## src/rtl/core/lpng_pkg.sv

```systemverilog
// Package for the Lehmer pixel noise generator: constants, state encodings
// and the request/response structs between the sequencer and the draw unit.
// Depends on nothing.
`timescale 1ns / 1ps

package lpng_pkg;

  localparam logic [14:0] LCG_MULT  = 15'd16807;
  localparam logic [30:0] LCG_MOD   = 31'h7fffffff;
  localparam logic [7:0]  OPAQUE    = 8'hff;
  localparam int          DIV_STEPS = 31;
  localparam int          CNT_W     = $clog2(DIV_STEPS);
  localparam int          PROD_W    = 47;

  localparam logic [2:0] REG_SEED  = 3'd0;
  localparam logic [2:0] REG_LOW   = 3'd1;
  localparam logic [2:0] REG_HIGH  = 3'd2;
  localparam logic [2:0] REG_MASK  = 3'd3;
  localparam logic [2:0] REG_GRAY  = 3'd4;

  typedef enum logic [2:0] {
    D_IDLE,
    D_MUL,
    D_FOLD,
    D_DIV,
    D_DONE
  } draw_state_t;

  typedef enum logic [1:0] {
    P_IDLE,
    P_SEL,
    P_WAIT,
    P_FINISH
  } px_state_t;

  typedef struct packed {
    logic        start;
    logic [31:0] state;
    logic [7:0]  low;
    logic [8:0]  modulus;
  } draw_req_t;

  typedef struct packed {
    logic        done;
    logic [31:0] state;
    logic [7:0]  value;
  } draw_rsp_t;

endpackage

```

## src/rtl/core/lpng_draw_unit.sv

```systemverilog
// One draw of the noise generator: advance the Lehmer state and reduce it
// by the channel range with a restoring serial modulo, one bit per cycle.
// Depends on lpng_pkg.
`timescale 1ns / 1ps

module lpng_draw_unit
  import lpng_pkg::*;
(
  input  logic      clk,
  input  logic      rst_n,
  input  draw_req_t req,
  output draw_rsp_t rsp
);

  draw_state_t       st_r, st_nxt;
  logic [31:0]       state_r, state_nxt;
  logic [PROD_W-1:0] prod_r, prod_nxt;
  logic [7:0]        low_r, low_nxt;
  logic [8:0]        mod_r, mod_nxt;
  logic [8:0]        rem_r, rem_nxt;
  logic [30:0]       quot_r, quot_nxt;
  logic [CNT_W-1:0]  cnt_r, cnt_nxt;

  logic [31:0] fold_sum;
  logic [31:0] fold_res;
  logic [9:0]  trial;
  logic        last_step;

  assign last_step = (cnt_r == CNT_W'(DIV_STEPS - 1));

  // Mersenne fold: 2^31 is 1 modulo 2^31-1, so the high part adds to the low.
  assign fold_sum = {16'd0, prod_r[PROD_W-1:31]} + {1'b0, prod_r[30:0]};
  assign fold_res = (fold_sum >= {1'b0, LCG_MOD}) ? (fold_sum - {1'b0, LCG_MOD}) : fold_sum;

  assign trial = {rem_r, quot_r[30]};

  always_comb begin
    st_nxt = st_r;
    case (st_r)
      D_IDLE: begin
        if (req.start) st_nxt = D_MUL;
      end
      D_MUL:  st_nxt = D_FOLD;
      D_FOLD: st_nxt = D_DIV;
      D_DIV: begin
        if (last_step) st_nxt = D_DONE;
      end
      D_DONE: st_nxt = D_IDLE;
      default: st_nxt = D_IDLE;
    endcase
  end

  always_comb begin
    state_nxt = state_r;
    prod_nxt  = prod_r;
    low_nxt   = low_r;
    mod_nxt   = mod_r;
    rem_nxt   = rem_r;
    quot_nxt  = quot_r;
    cnt_nxt   = cnt_r;
    case (st_r)
      D_IDLE: begin
        if (req.start) begin
          state_nxt = req.state;
          low_nxt   = req.low;
          mod_nxt   = req.modulus;
        end
      end
      D_MUL: begin
        prod_nxt = PROD_W'(state_r) * PROD_W'(LCG_MULT);
      end
      D_FOLD: begin
        state_nxt = fold_res;
        quot_nxt  = fold_res[30:0];
        rem_nxt   = 9'd0;
        cnt_nxt   = '0;
      end
      D_DIV: begin
        if (trial >= {1'b0, mod_r}) begin
          rem_nxt = 9'(trial - {1'b0, mod_r});
        end else begin
          rem_nxt = trial[8:0];
        end
        quot_nxt = {quot_r[29:0], 1'b0};
        cnt_nxt  = cnt_r + CNT_W'(1);
      end
      default: begin
      end
    endcase
  end

  always_ff @(posedge clk) begin
    if (!rst_n) begin
      st_r <= D_IDLE;
    end else begin
      st_r <= st_nxt;
    end
    state_r <= state_nxt;
    prod_r  <= prod_nxt;
    low_r   <= low_nxt;
    mod_r   <= mod_nxt;
    rem_r   <= rem_nxt;
    quot_r  <= quot_nxt;
    cnt_r   <= cnt_nxt;
  end

  always_comb begin
    rsp.done  = (st_r == D_DONE);
    rsp.state = state_r;
    rsp.value = rem_r[7:0] + low_r;
  end

  a_rem_below_mod: assert property (@(posedge clk) disable iff (!rst_n)
    (st_r == D_DIV || st_r == D_DONE) |-> (rem_r < mod_r))
    else $error("partial remainder not below modulus");

  a_state_folded: assert property (@(posedge clk) disable iff (!rst_n)
    (st_r == D_DONE) |-> (state_r < {1'b0, LCG_MOD}))
    else $error("advanced state not reduced below the modulus");

  a_count_in_range: assert property (@(posedge clk) disable iff (!rst_n)
    (st_r == D_DIV) |-> (cnt_r < CNT_W'(DIV_STEPS)))
    else $error("modulo step count ran past the last step");

endmodule

```

## src/rtl/core/lehmer_pixel_noise_generator.sv

```systemverilog
// Top level of the Lehmer pixel noise generator: configuration registers,
// the per-pixel draw sequencer and the output register.
// Depends on lpng_pkg and lpng_draw_unit.
`timescale 1ns / 1ps

// Each accepted item produces one ARGB noise pixel from a MINSTD Lehmer
// generator (state times 16807 modulo 2^31-1). An item with in_restart set
// first reloads the generator from the seed register. Every randomized
// channel takes one draw from the shared draw unit, in the order red, green,
// blue, alpha; in gray mode one draw feeds red, green and blue, and alpha is
// a second draw when mask bit 3 is set. Channels that are not drawn read 0,
// and alpha reads 255. A draw passes through the sequencer's select state,
// then the draw unit's multiply and fold steps, its 31-step serial modulo
// and its done state. in_ready is high only while the sequencer is idle.
// The finished pixel sits in an output register, so the next item is
// accepted while the previous pixel still waits for out_ready.
// Configuration writes are always accepted; writes to indexes above four
// are ignored. out_seed_now is the generator state after this pixel's
// draws.
module lehmer_pixel_noise_generator
  import lpng_pkg::*;
(
  input  logic        clk,
  input  logic        rst_n,

  input  logic        cfg_valid,
  output logic        cfg_ready,
  input  logic [2:0]  cfg_index,
  input  logic [31:0] cfg_data,

  input  logic        in_valid,
  output logic        in_ready,
  input  logic        in_restart,

  output logic        out_valid,
  input  logic        out_ready,
  output logic [7:0]  out_red,
  output logic [7:0]  out_green,
  output logic [7:0]  out_blue,
  output logic [7:0]  out_alpha,
  output logic [31:0] out_seed_now
);

  px_state_t   state_r, state_nxt;

  // Configuration registers.
  logic [31:0] seed_r;
  logic [7:0]  low_r;
  logic [7:0]  high_r;
  logic [3:0]  mask_r;
  logic        gray_r;

  logic [31:0] gen_state_r;
  logic [3:0]  pend_r;
  logic        gray_item_r;
  logic [7:0]  red_r, green_r, blue_r, alpha_r;

  logic        out_valid_r;
  logic [7:0]  out_red_r, out_green_r, out_blue_r, out_alpha_r;
  logic [31:0] out_seed_r;

  logic        in_fire;
  logic        cfg_fire;
  logic        start_draw;
  logic        take_draw;
  logic        load_out;
  logic        out_room;
  logic [3:0]  slot;
  logic [7:0]  high_eff;
  logic [8:0]  modulus;

  draw_req_t   req;
  draw_rsp_t   rsp;

  assign in_fire  = in_valid && in_ready;
  assign cfg_fire = cfg_valid && cfg_ready;
  assign out_room = !out_valid_r || out_ready;

  // Lowest pending channel goes next, which gives red, green, blue, alpha.
  assign slot = pend_r & (~pend_r + 4'd1);

  // A high bound below the low bound collapses the range to one value.
  assign high_eff = (high_r < low_r) ? low_r : high_r;
  assign modulus  = {1'b0, high_eff} - {1'b0, low_r} + 9'd1;

  always_comb begin
    state_nxt = state_r;
    case (state_r)
      P_IDLE: begin
        if (in_valid) state_nxt = P_SEL;
      end
      P_SEL: begin
        if (pend_r == 4'd0) begin
          state_nxt = P_FINISH;
        end else begin
          state_nxt = P_WAIT;
        end
      end
      P_WAIT: begin
        if (rsp.done) state_nxt = P_SEL;
      end
      P_FINISH: begin
        if (out_room) state_nxt = P_IDLE;
      end
      default: state_nxt = P_IDLE;
    endcase
  end

  always_comb begin
    in_ready   = 1'b0;
    start_draw = 1'b0;
    take_draw  = 1'b0;
    load_out   = 1'b0;
    case (state_r)
      P_IDLE:   in_ready   = 1'b1;
      P_SEL:    start_draw = (pend_r != 4'd0);
      P_WAIT:   take_draw  = rsp.done;
      P_FINISH: load_out   = out_room;
      default: begin
      end
    endcase
  end

  assign cfg_ready = 1'b1;

  always_comb begin
    req.start   = start_draw;
    req.state   = gen_state_r;
    req.low     = low_r;
    req.modulus = modulus;
  end

  lpng_draw_unit u_draw (
    .clk   (clk),
    .rst_n (rst_n),
    .req   (req),
    .rsp   (rsp)
  );

  always_ff @(posedge clk) begin
    if (!rst_n) begin
      state_r     <= P_IDLE;
      seed_r      <= 32'd0;
      low_r       <= 8'd0;
      high_r      <= 8'hff;
      mask_r      <= 4'd7;
      gray_r      <= 1'b0;
      gen_state_r <= 32'd0;
      pend_r      <= 4'd0;
      out_valid_r <= 1'b0;
    end else begin
      state_r <= state_nxt;

      if (cfg_fire) begin
        case (cfg_index)
          REG_SEED: seed_r <= cfg_data;
          REG_LOW:  low_r  <= cfg_data[7:0];
          REG_HIGH: high_r <= cfg_data[7:0];
          REG_MASK: mask_r <= cfg_data[3:0];
          REG_GRAY: gray_r <= cfg_data[0];
          default: begin
          end
        endcase
      end

      if (in_fire) begin
        if (in_restart) gen_state_r <= seed_r;
        // Gray mode draws once for the color slot and maybe once for alpha.
        pend_r <= gray_r ? {mask_r[3], 3'b001} : mask_r;
      end else if (take_draw) begin
        gen_state_r <= rsp.state;
        pend_r      <= pend_r & ~slot;
      end

      if (load_out) begin
        out_valid_r <= 1'b1;
      end else if (out_ready) begin
        out_valid_r <= 1'b0;
      end
    end
  end

  always_ff @(posedge clk) begin
    if (in_fire) begin
      gray_item_r <= gray_r;
      red_r       <= 8'd0;
      green_r     <= 8'd0;
      blue_r      <= 8'd0;
      alpha_r     <= OPAQUE;
    end else if (take_draw) begin
      if (slot[0]) begin
        red_r <= rsp.value;
        if (gray_item_r) begin
          green_r <= rsp.value;
          blue_r  <= rsp.value;
        end
      end
      if (slot[1]) green_r <= rsp.value;
      if (slot[2]) blue_r  <= rsp.value;
      if (slot[3]) alpha_r <= rsp.value;
    end

    if (load_out) begin
      out_red_r   <= red_r;
      out_green_r <= green_r;
      out_blue_r  <= blue_r;
      out_alpha_r <= alpha_r;
      out_seed_r  <= gen_state_r;
    end
  end

  assign out_valid    = out_valid_r;
  assign out_red      = out_red_r;
  assign out_green    = out_green_r;
  assign out_blue     = out_blue_r;
  assign out_alpha    = out_alpha_r;
  assign out_seed_now = out_seed_r;

  a_busy_after_accept: assert property (@(posedge clk) disable iff (!rst_n)
    in_fire |=> !in_ready)
    else $error("sequencer ready again right after taking an item");

  a_done_only_waiting: assert property (@(posedge clk) disable iff (!rst_n)
    rsp.done |-> (state_r == P_WAIT))
    else $error("draw finished while the sequencer was not waiting");

  a_no_overwrite: assert property (@(posedge clk) disable iff (!rst_n)
    (out_valid_r && !out_ready) |=> ($stable(out_red_r) && $stable(out_seed_r)))
    else $error("pending pixel overwritten before it was taken");

  a_gray_equal: assert property (@(posedge clk) disable iff (!rst_n)
    (state_r == P_FINISH && gray_item_r) |->
      (red_r == green_r && green_r == blue_r))
    else $error("gray pixel has unequal color channels");

endmodule

```

## config.mk

```make
export PLATFORM = sky130hd
export DESIGN_NAME = lehmer_pixel_noise_generator
export DESIGN_NICKNAME = d
export VERILOG_FILES = /design/src/rtl/core/lpng_pkg.sv /design/src/rtl/core/lpng_draw_unit.sv /design/src/rtl/core/lehmer_pixel_noise_generator.sv
export SDC_FILE = /design/constraint.sdc
export NUM_CORES = 1
export LEC_CHECK = 0
export BUFFER_PORTS_ARGS = -buffer_cell sky130_fd_sc_hd__buf_2
export CAP_MARGIN = 20
export CORE_AREA = 3 3 210 192
export DETAILED_ROUTE_END_ITERATION = 6
export DIE_AREA = 0 0 213 195
export PLACE_DENSITY = 0.85
export SLEW_MARGIN = 20
export SYNTH_ARGS = -nofsm -noshare
export SYNTH_HDL_FRONTEND = slang
export SYNTH_SLANG_ARGS = --single-unit
```

## constraint.sdc

```tcl
create_clock -name clk -period 8.12 [get_ports clk]
set_clock_uncertainty 0.05 [all_clocks]
set_input_delay 0.406 -clock clk [delete_from_list [all_inputs] [get_ports clk]]
set_output_delay 0.406 -clock clk [all_outputs]
set_load 0.02 [all_outputs]
```

==> results.txt, run 1 <==
----------------------------------------------------
[Outcome]
  Result of the run ... complete, no violations

[CTS]
  CTS tree ... done
  H-tree levels ... 2
  Clock Sink Count ... roughly 330
  Buffers inserted by post-CTS timing repair ... 0
  Count of hold-fix buffers inserted at cts ... 0
  Clock transition at the register clock pins on the worst setup and hold paths after CTS ... 0.06 ns
  Clock Tree Root ... sky130_fd_sc_hd__clkbuf_16
  CTS buffer count ... 36
  CTS Buffer Depth ... 3
  Worst-skew pair later-pin latency ... roughly 0.55 ns
  Post-CTS sizing ... 0

[STA]
  Number of slew-limit violations in the final report ... 0
  Worst hold slack ... between 0.06 and 0.07 ns
  Time the final worst path needs with I/O delays and setup ... 6.96 ns
  Transition time at the pin with the least slew margin ... 1.09 ns
  Share of the cycle needed by the critical path after routing ... 0.857
  Unrepaired setup endpoints after global routing ... false
  Accumulated negative setup slack ... 0 ns
  Tightest slew margin relative to the limit ... 0.274
  Upper clock frequency limit ... 0.144 GHz
  Number of failing hold endpoints at the final stage ... 0
  Total setup violations reported at the end of the flow ... 0

[Worst setup path]
  Data arrival, critical path ... between 7 and 8 ns
  Required time of the worst setup path ... 8.35 ns
  Largest delay contributor family on the critical path ... adder cells
  Crit path buffers/inverters ... 6
  Ordered list of cells on the worst path ... inv_1 -> fa_1 -> inv_1 -> ha_1 -> fa_1 -> inv_1 -> fa_1 -> inv_1 -> fa_1 -> inv_1 -> fa_1 -> inv_1 -> ha_1 -> a21oi_1 -> o21ai_0 -> a21oi_1 -> nor2b_1 -> o311a_1 -> o21bai_1 -> o31a_1 -> o21ai_0 -> a21oi_1 -> mux2i_1 -> nor2_1
  Crit Path Max Fanout ... 5
  Setup crit end kind ... flip-flop
  Max incr delay on CP ... approximately 0.55 ns
  Nature of the critical path startpoint ... flip-flop
  Slowest stage cell, crit path ... sky130_fd_sc_hd__fa_1
  Setup Crit Path Kind ... reg -> reg
  Cell with the most instances on the worst path ... sky130_fd_sc_hd__inv_1

[Die]
  Placeable Area ... between 30000 and 40000 µm²
  Vertical die dimension ... around 200 µm
  Total die area ... around 42000 µm²
  Die boundary width ... 213 µm
  Num rows ... 68
  Number of I/O pins ... around 110
  Initial core utilization ... 0.598

[Placement]
  Port Buf Inserts ... ~110
  Sum of net half-perimeters after detailed placement ... approximately 44000 µm
  Gpl congestion ... 0.974

[Hold path]
  Path type of the worst min-delay path ... in -> reg

[Finish]
  Area of the multi-input gates ... about 13000 µm²
  Fraction of layout instances using a drive strength above 1 ... 0.0852
  # diodes ... 0
  Final net count ... ~2800
  Filler cell count in the final layout ... between 2000 and 3000
  Sequential cell area in the final layout ... around 8700 µm²
  Area growth syn-to-layout ... 9.50%

[Synth]
  Synth Cell Area ... approximately 23000 µm²
  Commonest cells in the netlist ... 356 x sky130_fd_sc_hd__inv_1, 255 x sky130_fd_sc_hd__nand2_1, 249 x sky130_fd_sc_hd__ha_1, 206 x sky130_fd_sc_hd__edfxtp_1, 142 x sky130_fd_sc_hd__fa_1
  Post-Syn Instances ... approximately 2200
  Number of enable-type register cells in the synthesized netlist ... roughly 210
  Proportion of netlist area held by the largest area contributor ... 0.271
  Syn Area/Cell ... ~10 µm²
  Synthesis-stage register bit count ... 333
  Net count after synthesis ... 2665
  Cell with the most instances after synthesis ... sky130_fd_sc_hd__inv_1
  Synthesis warning total ... 0
  Top post-synthesis cells by area ... sky130_fd_sc_hd__edfxtp_1 27%, sky130_fd_sc_hd__ha_1 14%, sky130_fd_sc_hd__fa_1 12%, sky130_fd_sc_hd__dfxtp_1 11%, sky130_fd_sc_hd__inv_1 5.9%
  Cell taking the most area after synthesis ... sky130_fd_sc_hd__edfxtp_1
  Ys flop type ... sky130_fd_sc_hd__edfxtp_1
  Distinct cell type count after synthesis ... 72
  Post-synth ARST share ... 0
  Sequential cell area fraction in the yosys report ... 0.382

[Global routing]
  Final global-route overflow total ... 0
  Vias in the first global route ... 16600
  Maximum number of pins on one net before global-route repair ... between 90 and 100
  First-pass GRT wire length ... 89800 µm
  Initial antenna violation count ... 1
  Total track usage ... 0.277

[Flow run]
  Max capacitance violation total ... 0

[Detailed routing]
  Vias post-DR ... between 15000 and 20000
  Pre-antenna DRT Iters ... 5
  Number of nets with antenna violations after detailed routing ... 0
  Via density per instance ... between 5 and 6
  Detailed router's first-iteration violation count ... around 1400
  Routed wire length per instance ... slightly above 20 µm
  Number of remaining DRC errors ... 0
  Total length of routed wires ... between 50000 and 60000 µm

----------------------------------------------------
-- area by class of cell --
| class | instances | area share |
|---|---|---|
| clock buffers | 45 | 0.0390 |
| flip-flops and latches | 333 | 0.349 |
| clock inverters | 21 | 0.00770 |
| multi-input cells | 1474 | 0.501 |
| repair buffers | 118 | 0.0248 |
| well taps | 490 | 0.0245 |
| inverters | 357 | 0.0536 |
-- kinds of logic after synthesis --
group / after synthesis / share of synthesized area
multiplexers: 47 / 0.0210
XOR/XNOR: 95 / 0.0364
AO/OA/AOI/OAI: 419 / 0.126
flip-flops: 333 / 0.382
AND/OR/NAND/NOR: 521 / 0.103
other: 1 / 0.000164
buffers and inverters: 426 / 0.0705
adder cells (fa/ha/maj): 391 / 0.261
-- worst register-to-register path: cells and delay by family, from the launching register on --
kind,cells,cell delay (ns)
adder cells (fa/ha/maj),7,3.24
AO/OA/AOI/OAI,8,2.06
flip-flops,1,0.51
buffers and inverters,6,0.45
multiplexers,1,0.22
AND/OR/NAND/NOR,2,0.15
-- routing by layer --
layer,track usage,wire length (µm)
met5,0,13
met4,0.104,2240
met3,0.0447,4390
met2,0.437,26500
met1,0.387,24200
-- metrics by stage --
stage | instance area, µm² | worst slack, ns | utilization | cells
after floorplan | 22800 | 1.94 | - | 2233
after global placement | 23800 | 1.42 | 0.624 | 2772
after detailed placement | 23800 | 1.31 | 0.624 | 2772
after CTS | 25000 | 1.20 | 0.655 | 2838
after global routing | 25000 | 0.806 | 0.655 | 2838
final | 25000 | 1.16 | 0.655 | 2838
-- layout by cell type, fill, tap and decap left out, types with 6 or more instances in the layout --
cell type / count
sky130_fd_sc_hd__a211oi_1: 20
sky130_fd_sc_hd__a21boi_0: 46
sky130_fd_sc_hd__a21o_1: 39
sky130_fd_sc_hd__a21oi_1: 93
sky130_fd_sc_hd__a31oi_1: 7
sky130_fd_sc_hd__and2_1: 7
sky130_fd_sc_hd__and3_1: 15
sky130_fd_sc_hd__buf_2: 106
sky130_fd_sc_hd__buf_4: 12
sky130_fd_sc_hd__clkbuf_1: 6
sky130_fd_sc_hd__clkbuf_16: 37
sky130_fd_sc_hd__clkinv_2: 8
sky130_fd_sc_hd__dfxtp_1: 127
sky130_fd_sc_hd__edfxtp_1: 206
sky130_fd_sc_hd__fa_1: 142
sky130_fd_sc_hd__ha_1: 249
sky130_fd_sc_hd__inv_1: 356
sky130_fd_sc_hd__mux2_2: 6
sky130_fd_sc_hd__mux2i_1: 40
sky130_fd_sc_hd__nand2_1: 254
sky130_fd_sc_hd__nand2b_1: 13
sky130_fd_sc_hd__nand3_1: 46
sky130_fd_sc_hd__nand4_1: 14
sky130_fd_sc_hd__nor2_1: 95
sky130_fd_sc_hd__nor2b_1: 14
sky130_fd_sc_hd__nor3_1: 18
sky130_fd_sc_hd__nor4_1: 6
sky130_fd_sc_hd__o211a_1: 33
sky130_fd_sc_hd__o211ai_1: 32
sky130_fd_sc_hd__o21a_1: 11
sky130_fd_sc_hd__o21ai_0: 36
sky130_fd_sc_hd__o21ai_1: 31
sky130_fd_sc_hd__o21bai_1: 20
sky130_fd_sc_hd__o31a_1: 6
sky130_fd_sc_hd__o31ai_1: 19
sky130_fd_sc_hd__or3_1: 6
sky130_fd_sc_hd__xnor2_1: 61
sky130_fd_sc_hd__xor2_1: 34
-- worst paths after layout --
| check | start | to | slack (ns) | cells past startpoint |
|---|---|---|---|---|
| worst max-delay path | u_draw.state_r[13] | u_draw.prod_r[40] | 1.16 | 24 |
| worst min-delay path | cfg_data[12] | seed_r[12] | 0.07 | 3 |
| worst max register to register | u_draw.state_r[13] | u_draw.prod_r[40] | 1.16 | 24 |
| worst min register to register | green_r[6] | out_green[6] | 0.39 | 0 |
-- flip-flops by register name (all words and copies together) (netlist names), 9 cells and up --
| register | cells |
|---|---|
| u_draw.state_r | 32 |
| u_draw.quot_r | 31 |
| gen_state_r | 32 |
| u_draw.mod_r | 9 |
| u_draw.prod_r | 47 |
| out_seed_now | 32 |
| u_draw.rem_r | 9 |
| seed_r | 32 |
Power of run 1 is left out: the tool's default activity adds up to more than one toggle a clock period on the data nets, which glitch-free logic cannot reach.
==> run 2: changes to the inputs <==
--- a/config.mk
+++ b/config.mk
@@ -5,12 +5,13 @@
 export SDC_FILE = /design/constraint.sdc
 export NUM_CORES = 1
 export LEC_CHECK = 0
+export ABC_AREA = 1
 export BUFFER_PORTS_ARGS = -buffer_cell sky130_fd_sc_hd__buf_2
 export CAP_MARGIN = 20
-export CORE_AREA = 3 3 210 192
+export CORE_AREA = 3 3 216 197
 export DETAILED_ROUTE_END_ITERATION = 6
-export DIE_AREA = 0 0 213 195
-export PLACE_DENSITY = 0.85
+export DIE_AREA = 0 0 219 200
+export PLACE_DENSITY_LB_ADDON = 0.15
 export SLEW_MARGIN = 20
 export SYNTH_ARGS = -nofsm -noshare
 export SYNTH_HDL_FRONTEND = slang
==> results.txt, run 2 <==
----------------------------------------------------
[Outcome]
  Result of the run ... complete, no violations

[CTS]
  Worst-skew pair later-pin latency ... 0.57 ns (+0.02 ns)
  Count of hold-fix buffers inserted at cts ... 0 (unchanged)
  Post-CTS sizing ... 0 (unchanged)
  Buffers inserted by post-CTS timing repair ... 0 (unchanged)
  CTS buffer count ... 36 (unchanged)
  Clock Sink Count ... 333 (unchanged)
  CTS tree ... done
  Clock Tree Root ... sky130_fd_sc_hd__clkbuf_16
  H-tree levels ... 2 (unchanged)
  Clock transition at the register clock pins on the worst setup and hold paths after CTS ... 0.06 ns (about the same)
  CTS Buffer Depth ... 3 (unchanged)

[Die]
  Die boundary width ... 219 µm (+2.8%)
  Number of I/O pins ... 108 (unchanged)
  Num rows ... 70 (+2.9%)
  Vertical die dimension ... 200 µm (+2.6%)
  Initial core utilization ... 0.597 (-0.00130)
  Placeable Area ... 40500 µm² (+5.9%)
  Total die area ... 43800 µm² (+5.5%)

[STA]
  Final worst setup slack ... 1.91 ns (+0.747 ns)
  Tightest slew margin relative to the limit ... 0.296 (+0.0218)
  Accumulated negative setup slack ... 0 ns (unchanged)
  Total setup violations reported at the end of the flow ... 0 (unchanged)
  Time the final worst path needs with I/O delays and setup ... 6.21 ns (-0.747 ns)
  Number of slew-limit violations in the final report ... 0 (unchanged)
  Worst hold slack ... 0.0319 ns (-0.0345 ns)
  Transition time at the pin with the least slew margin ... 1.05 ns (-0.0324 ns)
  Number of failing hold endpoints at the final stage ... 0 (unchanged)
  Unrepaired setup endpoints after global routing ... false
  Share of the cycle needed by the critical path after routing ... 0.765 (-0.0920)
  Upper clock frequency limit ... 0.161 GHz (+12%)

[Hold path]
  Worst hold path stage count ... 3 (unchanged)
  Path type of the worst min-delay path ... in -> reg
  Startpoint of the lowest-slack hold path ... cfg_data[13]
  Hold worst-path end ... seed_r[13]

[Finish]
  Most frequent cells in the layout ... 576 x sky130_fd_sc_hd__nand2_1, 527 x sky130_fd_sc_hd__inv_1, 249 x sky130_fd_sc_hd__ha_1, 223 x sky130_fd_sc_hd__nor2_1, 206 x sky130_fd_sc_hd__edfxtp_1
  Commonest non-fill, non-tap cell in the layout ... sky130_fd_sc_hd__nand2_1
  Largest Register ... u_draw.prod_r
  Filler cell count in the final layout ... 3445 (+22%)
  Area growth syn-to-layout ... 9.44% (about the same)
  Final net count ... 3344 (+22%)
  Fraction of layout instances using a drive strength above 1 ... 0.0891 (+0.00394)
  Largest register FFs ... 47 (unchanged)
  Final core utilization ... 0.653 (-0.00182)

[Synth]
  Post-Syn Instances ... 2814 (+26%)
  Net count after synthesis ... 3246 (+22%)
  Simple-gate share of the synthesized area ... 0.183 (+0.0795)
  Post-Synth Adder-Cell Area ... 0.247 (-0.0140)
  Ys flop type ... sky130_fd_sc_hd__edfxtp_1
  Synthesis-stage register bit count ... 333 (unchanged)
  Top post-synthesis cells by area ... sky130_fd_sc_hd__edfxtp_1 26%, sky130_fd_sc_hd__ha_1 13%, sky130_fd_sc_hd__fa_1 12%, sky130_fd_sc_hd__dfxtp_1 11%, sky130_fd_sc_hd__nand2_1 9.0%
  Cell taking the most area after synthesis ... sky130_fd_sc_hd__edfxtp_1
  Number of enable-type register cells in the synthesized netlist ... 206 (unchanged)
  Sequential cell area fraction in the yosys report ... 0.362 (-0.0206)
  Proportion of netlist area held by the largest area contributor ... 0.256 (-0.0146)
  Xor-xnor portion of the synthesized cell area ... 0.0296 (-0.00678)
  Share of the synthesized area in compound gates (AO/OA/AOI/OAI) ... 0.0844 (-0.0411)
  Cell with the most instances after synthesis ... sky130_fd_sc_hd__nand2_1
  Commonest cells in the netlist ... 578 x sky130_fd_sc_hd__nand2_1, 527 x sky130_fd_sc_hd__inv_1, 249 x sky130_fd_sc_hd__ha_1, 227 x sky130_fd_sc_hd__nor2_1, 206 x sky130_fd_sc_hd__edfxtp_1
  Multiplexer share of the synthesized area ... 0 (-0.0210)
  Distinct cell type count after synthesis ... 49 (-32%)
  Synthesis warning total ... 0 (unchanged)
  Post-synth ARST share ... 0 (unchanged)
  Synth Cell Area ... 24100 µm² (+5.7%)
  Main combinational cell family by area after synthesis ... adder cells
  Syn Area/Cell ... 8.58 µm² (-16%)

[Placement]
  Port Buf Inserts ... 106 (unchanged)
  Post-place setup slack ... 1.94 ns (+0.637 ns)
  Sum of net half-perimeters after detailed placement ... 51800 µm (+18%)
  Gpl congestion ... 0.949 (-2.6%)

[Worst setup path]
  Critical register-to-register path endpoint ... u_draw.prod_r[44]
  Required time of the worst setup path ... 8.36 ns (about the same)
  Reg2reg setup slack ... 1.91 ns (+0.75 ns)
  Cell with the most instances on the worst path ... sky130_fd_sc_hd__inv_1
  Number of cells on the worst reg-to-reg path ... 23 (-4.2%)
  Slowest stage cell, crit path ... sky130_fd_sc_hd__edfxtp_1
  Largest delay contributor family on the critical path ... adder cells
  Startpoint of the worst register-to-register path ... u_draw.state_r[30]
  Crit Path Max Fanout ... 8 (+3)
  Ordered list of cells on the worst path ... inv_1 -> ha_1 -> inv_1 -> ha_1 -> inv_1 -> fa_1 -> inv_1 -> fa_1 -> fa_1 -> inv_1 -> fa_1 -> inv_1 -> ha_1 -> nand2_1 -> nor2_1 -> inv_1 -> nor4_1 -> nand3_1 -> nand3_1 -> nand2_1 -> o211ai_1 -> a21boi_0 -> xor2_1
  Setup Crit Path Kind ... reg -> reg
  Setup crit end kind ... flip-flop
  Data arrival, critical path ... 6.45 ns (-0.73 ns)
  Crit path buffers/inverters ... 7 (+1)
  Max incr delay on CP ... 0.65 ns (+0.10 ns)
  Nature of the critical path startpoint ... flip-flop

[Detailed routing]
  Number of nets with antenna violations after detailed routing ... 0 (unchanged)
  Routed wire length per instance ... 18.6 µm (-7.7%)
  Number of remaining DRC errors ... 0 (unchanged)
  Total length of routed wires ... 64900 µm (+13%)
  Vias post-DR ... 19100 (+13%)
  Via density per instance ... 5.48 (-7.6%)
  Detailed router's first-iteration violation count ... 1447 (+1.1%)
  Pre-antenna DRT Iters ... 7 (+2)

[Global routing]
  Final global-route overflow total ... 0 (unchanged)
  Maximum number of pins on one net before global-route repair ... 87 (-9.4%)
  Met2 global-route usage ... 0.453 (+0.0163)
  Total track usage ... 0.299 (+0.0224)
  First-pass GRT wire length ... 101000 µm (+12%)
  Initial antenna violation count ... 4 (+3)
  Vias in the first global route ... 18300 (+10%)
  Met1 Track Usage GR ... 0.437 (+0.0500)
  Met3 capacity usage during global routing ... 0.0639 (+0.0192)
  Global route hottest layer ... met2

[Flow run]
  Max capacitance violation total ... 0 (unchanged)

----------------------------------------------------
## run 2: cell types whose count changed after synthesis, sizes merged, moves of 24 or more
cell	previous run	this run
a21boi	50	5
a21o	39	9
a21oi	94	118
a31oi	7	48
inv	357	533
mux2i	40	0
nand2	255	618
nand3	46	128
nor2	95	243
o211a	33	0
o21ai	67	162
xnor2	61	18
xor2	34	62
## run 2: worst max path at each step
stage | start | endpoint | slack [ns] | cells past startpoint
after floorplan | u_draw.state_r[26] | u_draw.prod_r[44] | 2.62 | 23
after CTS | u_draw.state_r[30] | u_draw.prod_r[44] | 1.90 | 23
after detailed placement | u_draw.state_r[26] | u_draw.prod_r[44] | 1.94 | 23
final | u_draw.state_r[30] | u_draw.prod_r[44] | 1.91 | 23
after global routing | u_draw.state_r[26] | u_draw.prod_r[44] | 1.48 | 23
after global placement | u_draw.state_r[24] | u_draw.prod_r[44] | 1.94 | 23
## run 2: kinds of logic (layout without fill, tap and decap cells)
group / count (synthesis) / after routing
AND/OR/NAND/NOR: 1040 / 1040
other: 1 / 2
adder cells (fa/ha/maj): 391 / 391
XOR/XNOR: 80 / 80
AO/OA/AOI/OAI: 372 / 372
flip-flops: 333 / 333
buffers and inverters: 597 / 723
## run 2: stage by stage
| stage | instances | instance area (µm²) |
|---|---|---|
| 6_report | 3481 | 26400 |
| 3_5_place_dp | 3414 | 25200 |
| 3_3_place_gp | 3414 | 25200 |
| 4_1_cts | 3480 | 26400 |
| 5_1_grt | 3480 | 26400 |
| 2_1_floorplan | 2814 | 24100 |
## run 2: metal layers
metal	share of wire	routed length, µm	up-vias
met2	0.44	28300	658
met1	0.45	29100	9087
li1	-	-	9216
met5	0.00039	25	-
met3	0.088	5690	103
met4	0.027	1730	4
## run 2: final cells by class
cell class	instances	area [µm²]	area share
well taps	540	676	0.0256
repair buffers	121	643	0.0243
clock buffers	45	986	0.0373
inverters	536	2010	0.0762
flip-flops and latches	333	8730	0.330
diodes	1	2.50	0.0000947
multi-input cells	1884	13200	0.498
clock inverters	21	211	0.00800
## run 2: worst register-to-register path: cells and delay by family, from the launching register on
kind                       cells  cell delay, ns
and+or+nand+nor                6            1.07
AOI/OAI and AO/OA              2            0.30
DFF                            1            0.65
xor gates and xnor gates       1            0.17
buffers and inverters          7            0.63
adders and majority gates      7            3.07
Power of run 2 is left out for the same reason.
